**config.mk**
```make
export PLATFORM = sky130hd
export DESIGN_NAME = ppp_fifo
export DESIGN_NICKNAME = d
export VERILOG_FILES = /design/src/design/ppp_pkg.sv /design/src/design/ppp_fifo.sv
export SDC_FILE = /design/constraint.sdc
export NUM_CORES = 1
export LEC_CHECK = 0
export BUFFER_PORTS_ARGS = -buffer_cell sky130_fd_sc_hd__buf_4
export CAP_MARGIN = 15
export CORE_ASPECT_RATIO = 1.75
export CORE_MARGIN = 2
export CORE_UTILIZATION = 45
export DETAILED_ROUTE_END_ITERATION = 16
export PLACE_DENSITY = 0.74
export REMOVE_ABC_BUFFERS = 1
export SLEW_MARGIN = 30
export SYNTH_ARGS = -nofsm -noshare
export SYNTH_HDL_FRONTEND = slang
export SYNTH_SLANG_ARGS = --single-unit
```
**constraint.sdc**
```tcl
create_clock -name clk -period 3.8 [get_ports clk]
set_clock_uncertainty 0.15 [all_clocks]
set_input_delay 0.76 -clock clk [delete_from_list [all_inputs] [get_ports clk]]
set_output_delay 0.76 -clock clk [all_outputs]
set_load 0.03 [all_outputs]
```
**src/design/ppp_pkg.sv**
```systemverilog
`timescale 1ns / 1ps
package ppp_pkg;

	localparam int COORD_WIDTH  = 16;
	localparam int FRAC_BITS    = 12;
	localparam int ANGLE_WIDTH  = 16;
	localparam int NUM_REGS     = 8;
	localparam int CORDIC_STEPS = 24;
	localparam int CORDIC_FRAC  = 30;

	localparam int IDX_W  = $clog2(NUM_REGS);
	localparam int ADDR_W = IDX_W + 2;
	localparam int DATA_W = 32;
	localparam int CNT_W  = $clog2(CORDIC_STEPS);

	// CORDIC datapath: x/y in Q30 with headroom, z in turn units with sign
	localparam int CX_W = CORDIC_FRAC + 4;
	localparam int CZ_W = 33;

	// rotation entries are about +-1.0, transformed coordinates stay within a few
	// times the coordinate range
	localparam int ROT_W   = FRAC_BITS + 3;
	localparam int V_W     = COORD_WIDTH + 4;
	localparam int PROD_W  = ROT_W + COORD_WIDTH;
	localparam int DVD_W   = V_W + FRAC_BITS;
	localparam int DIV_STAGES = DVD_W;
	// accept edge to the edge that samples the result strobe
	localparam int LATENCY = DIV_STAGES + 5;

	localparam int FIFO_DEPTH = 2;

	localparam logic [IDX_W-1:0] REG_BOX_LENGTH  = IDX_W'(0);
	localparam logic [IDX_W-1:0] REG_BOX_HEIGHT  = IDX_W'(1);
	localparam logic [IDX_W-1:0] REG_BOX_DEPTH   = IDX_W'(2);
	localparam logic [IDX_W-1:0] REG_CAMERA_X    = IDX_W'(3);
	localparam logic [IDX_W-1:0] REG_CAMERA_Y    = IDX_W'(4);
	localparam logic [IDX_W-1:0] REG_CAMERA_Z    = IDX_W'(5);
	localparam logic [IDX_W-1:0] REG_YAW_ANGLE   = IDX_W'(6);
	localparam logic [IDX_W-1:0] REG_PITCH_ANGLE = IDX_W'(7);

	localparam logic [1:0] ST_OK    = 2'd0;
	localparam logic [1:0] ST_SAT   = 2'd1;
	localparam logic [1:0] ST_DEPTH = 2'd2;

	localparam logic [COORD_WIDTH-2:0] BOX_RST   = (COORD_WIDTH-1)'(4096);
	localparam logic [COORD_WIDTH-1:0] CAM_X_RST = COORD_WIDTH'(0);
	localparam logic [COORD_WIDTH-1:0] CAM_Y_RST = COORD_WIDTH'(0);
	localparam logic [COORD_WIDTH-1:0] CAM_Z_RST = COORD_WIDTH'(6554);
	localparam logic [ANGLE_WIDTH-1:0] YAW_RST   = ANGLE_WIDTH'(5461);
	localparam logic [ANGLE_WIDTH-1:0] PITCH_RST = ANGLE_WIDTH'(910);

	localparam logic signed [CX_W-1:0] CORDIC_GAIN = CX_W'(652032874);

	typedef logic signed [ROT_W-1:0] rot_t;
	typedef logic signed [V_W-1:0]   vec_t;

	typedef struct packed {
		logic [2:0][COORD_WIDTH-2:0] box;
		logic [2:0][COORD_WIDTH-1:0] cam;
		logic [ANGLE_WIDTH-1:0]      yaw;
		logic [ANGLE_WIDTH-1:0]      pitch;
	} cfg_t;

	typedef struct packed {
		logic              en;
		logic [IDX_W-1:0]  idx;
		logic [DATA_W-1:0] data;
	} cfg_wr_t;

	typedef struct packed {
		logic [8:0][ROT_W-1:0] rot;
		logic [2:0][V_W-1:0]   trans;
	} matrix_t;

	typedef struct packed {
		logic [2:0][V_W-1:0] v;
		logic                bad;
	} vec_item_t;

	// atan(2^-i) as a fraction of a full turn of 2^32
	function automatic logic [31:0] atan_turn(input logic [CNT_W-1:0] i);
		logic [31:0] r;
		case (i)
			5'd0:  r = 32'd536870912;
			5'd1:  r = 32'd316933406;
			5'd2:  r = 32'd167458907;
			5'd3:  r = 32'd85004756;
			5'd4:  r = 32'd42667331;
			5'd5:  r = 32'd21354465;
			5'd6:  r = 32'd10679838;
			5'd7:  r = 32'd5340245;
			5'd8:  r = 32'd2670163;
			5'd9:  r = 32'd1335087;
			5'd10: r = 32'd667544;
			5'd11: r = 32'd333772;
			5'd12: r = 32'd166886;
			5'd13: r = 32'd83443;
			5'd14: r = 32'd41721;
			5'd15: r = 32'd20860;
			5'd16: r = 32'd10430;
			5'd17: r = 32'd5215;
			5'd18: r = 32'd2607;
			5'd19: r = 32'd1303;
			5'd20: r = 32'd651;
			5'd21: r = 32'd325;
			5'd22: r = 32'd162;
			5'd23: r = 32'd81;
			default: r = 32'd0;
		endcase
		return r;
	endfunction

	function automatic logic [V_W-1:0] vec_mag(input logic signed [V_W-1:0] v);
		return v[V_W-1] ? V_W'(-v) : V_W'(v);
	endfunction

endpackage

```
**src/design/ppp_fifo.sv**
```systemverilog
`timescale 1ns / 1ps
module ppp_fifo import ppp_pkg::*; (
	input  logic      clk,
	input  logic      arst_n,
	input  logic      push,
	input  vec_item_t din,
	input  logic      pop,
	output vec_item_t dout,
	output logic      empty
);

	localparam int PTR_W = $clog2(FIFO_DEPTH);

	vec_item_t mem_q [FIFO_DEPTH];
	logic [PTR_W-1:0] wr_q, rd_q;
	logic [PTR_W:0]   cnt_q;
	logic full, do_push, do_pop;

	assign empty   = (cnt_q == '0);
	assign full    = (cnt_q == (PTR_W+1)'(FIFO_DEPTH));
	assign do_pop  = pop & ~empty;
	assign do_push = push & (~full | do_pop);
	assign dout    = mem_q[rd_q];

	always_ff @(posedge clk or negedge arst_n) begin
		if (!arst_n) begin
			wr_q  <= '0;
			rd_q  <= '0;
			cnt_q <= '0;
		end else begin
			if (do_push) wr_q <= wr_q + PTR_W'(1);
			if (do_pop)  rd_q <= rd_q + PTR_W'(1);
			cnt_q <= cnt_q + (PTR_W+1)'(do_push) - (PTR_W+1)'(do_pop);
		end
	end

	always_ff @(posedge clk) begin
		if (do_push) mem_q[wr_q] <= din;
	end

endmodule

```
==> reports/results.txt <==
Post-synth top area cell = edfxtp_1
RSZ-0062 raised after global routing = no
Mapped Area = 4653 um^2
Antenna violations before repair = 0
Die area = 11,200 um^2
Final ANT Viol Nets = 0
Row count = 49
Delay-heaviest family, CP = buffers and inverters
DRT Pass-1 Iters = 4
Worst Path Buf+Inv = 2
Slew headroom = 43.70%
Fin crit share = 77.02%
Synth Instances = 213
Top cell type's share of synthesized area = 78.73%
Total Nets Final = 422
Filler cells = 779
ANT cells = 0
EDFF count, synth = 122
Worst hold path class = input pin to register
Worst path cell trace = buf_4 > mux2_2 > buf_4
Chip width = 80.87 um
Via count = 2,400
Biggest cell delay along the critical path = 0.66 ns
Chip height = 138.5 um
Placed instance count = 463
Pre-CTS setup slack = 1.277 ns
Share of cells above drive strength 1 = 59.95%
Cell Pwr Density = 845.5 nW/um^2
TritonCTS clock tree = yes
Ys Warns = 0
#FFs+latches synth = 126
GPL Wtd Cong = 0.7301
Vias in the first global route = 2,558
Synthesis-to-layout area growth = 35.44%
Setup ws final = 0.8734 ns
Critical Path Sink = dout[14]
Most common cell in the netlist = edfxtp_1
Clock Sinks = 126
Highest Clock Rate = 341.7 MHz
DP HPWL = 5750 um
Global-route wire length before repair = 12,920 um
Max-cap violations = 0
CP max stage cell = buf_4
VDD IR max = 0.4403 mV
Reg2reg start = cnt_q[1]
Core Area = 10,180 um^2
Cell mode on critical path = buf_4
Max FO, Critical Path = 62
DR WL/cell = 17.44 um
Ports = 127
DRC Markers = 0
Worst-path clk slew = 0.05 ns
Port buffer count = 126
Grt ovf = 0
Post_cts resized = 0
Layout Cells excl Fill = 494
CTS H-Tree Depth = 4
Clk root buf = clkbuf_16
Final hold slack = 0.3937 ns
Reg2Reg Depth = 4
Total CTS buffers = 17
CP required = 2.89 ns
Crit path launch type = register
Final setup viols = 0
Critical path arrival = 2.02 ns
Worst reg2reg path endpoint = mem_q[0][41]
Largest net degree at the start of global routing = 63
Reg2reg setup slack = 1.70 ns
Distinct cell type count after synthesis = 17
Crit path capture type = primary output
Total detailed-routing wirelength = 8614 um
Final Util = 61.93%
Worst skew pair latency = 0.40 ns
WS Path Type = register to primary output
Main synth FF type = edfxtp_1
Async SR Flop Fraction = 3.175%
Fin. max-slew vios = 0
Endpoints failing hold = 0
Worst-Margin Slew = 0.8445 ns
Pleak = 2.380 nW
Mean Syn Cell Area = 21.85 um^2
Crit path launch = rd_q
Vias per cell = 4.858
Sequential element share of the synthesized area = 80.88%
DP Area = 5757 um^2
Violation count after the first detailed-route iteration = 107
Synth top area cells = edfxtp_1 79%, mux2_2 15%, dfrtp_1 2.2%, buf_6 1.5%, xnor2_1 0.56%
Min Clock Period, post-route = 2.927 ns
Final Instance Area = 6302 um^2
Outcome = finished clean
Clk buf depth = 2
Total GRT Usage = 16.09%
Cell depth of the worst setup path = 3
Commonest cells post-synth = 122 x edfxtp_1, 61 x mux2_2, 6 x buf_6
Initial Util = 45.72%
area by class of cell:
class                      count  area [um^2]  share of cell area (%)
clock buffer                  20        436.7                   6.929
clock inverter                10        98.84                   1.568
inverter                       2        7.507                  0.1191
tap                          127        158.9                   2.521
sequential                   126         3765                   59.74
timing repair buffer         131         1011                   16.04
multi-input combinational     78        824.5                   13.08
per-layer routing:
layer  up-vias  wire length, um  global-route usage (%)
met1      1195             3001                   16.07
li1       1128                -                       -
met4         0              217                   9.188
met3        12              366                   4.308
met2        65             5028                   28.80
met5         -                0                       0
through the flow:
stage / setup TNS, ns / power, mW
detailed placement: 0 / 3.930
floorplan: -26.40 / 3.232
global placement: 0 / 3.891
CTS: 0 / 5.390
global route: 0 / 5.546
finish: 0 / 5.328
cell families (layout without fill, tap and decap cells):
kind of cell	after synthesis	count (layout)	synth area share (%)
compound gates	4	4	0.7797
xor+xnor	4	4	0.7530
fa+ha+maj	1	1	0.2688
buf+inv	9	163	1.721
flops	126	126	80.88
mux	61	61	14.76
simple gates	8	8	0.8336
power by group:
group,internal [mW],switching [mW],total [mW]
clock,0.942,0.507,1.45
sequential,1.88,0.0845,1.97
combinational,0.769,1.14,1.91
total,3.59,1.74,5.33
how the worst min path moves through the flow:
| stage | start | slack (ns) | cells past startpoint | endpoint |
|---|---|---|---|---|
| 2_1_floorplan | arst_n | 0.31 | 0 | cnt_q[0] |
| 3_3_place_gp | wr_q | 0.39 | 1 | wr_q |
| 3_5_place_dp | wr_q | 0.40 | 1 | wr_q |
| 4_1_cts | din[40] | 0.37 | 1 | mem_q[1][40] |
| 5_1_grt | din[40] | 0.38 | 1 | mem_q[1][40] |
| 6_report | din[52] | 0.39 | 1 | mem_q[1][52] |
registers in the layout, summed over array words and instances (netlist names):
| name | flops |
|---|---|
| cnt_q | 2 |
| mem_q | 122 |
| rd_q | 1 |
| wr_q | 1 |
layout by cell type, fill, tap and decap left out:
| cell type | netlist | layout |
|---|---|---|
| o31ai_4 | 1 | 1 |
| clkinv_1 | 0 | 3 |
| clkinvlp_4 | 0 | 1 |
| xor2_1 | 1 | 1 |
| nor4bb_1 | 1 | 1 |
| dfrtp_2 | 0 | 1 |
| a21oi_1 | 2 | 2 |
| inv_2 | 1 | 1 |
| mux2_2 | 61 | 61 |
| buf_4 | 0 | 128 |
| inv_1 | 1 | 1 |
| ha_1 | 1 | 1 |
| dlygate4sd3_1 | 0 | 1 |
| xnor2_1 | 3 | 3 |
| nand2_1 | 2 | 2 |
| nor2_4 | 0 | 2 |
| clkbuf_16 | 0 | 17 |
| edfxtp_1 | 122 | 122 |
| dfrtp_1 | 4 | 3 |
| nor2_1 | 4 | 2 |
| o21ai_0 | 1 | 1 |
| clkbuf_1 | 0 | 3 |
| clkinv_2 | 0 | 4 |
| bufinv_16 | 0 | 2 |
| nand2b_1 | 1 | 1 |
| buf_12 | 0 | 2 |
what timing repair did:
action / CTS / global route
hold buffers: 1 / 0
setup buffers: 0 / 0
hold endpoints to repair: 4 / 0
(Power assumes the default switching activity.)
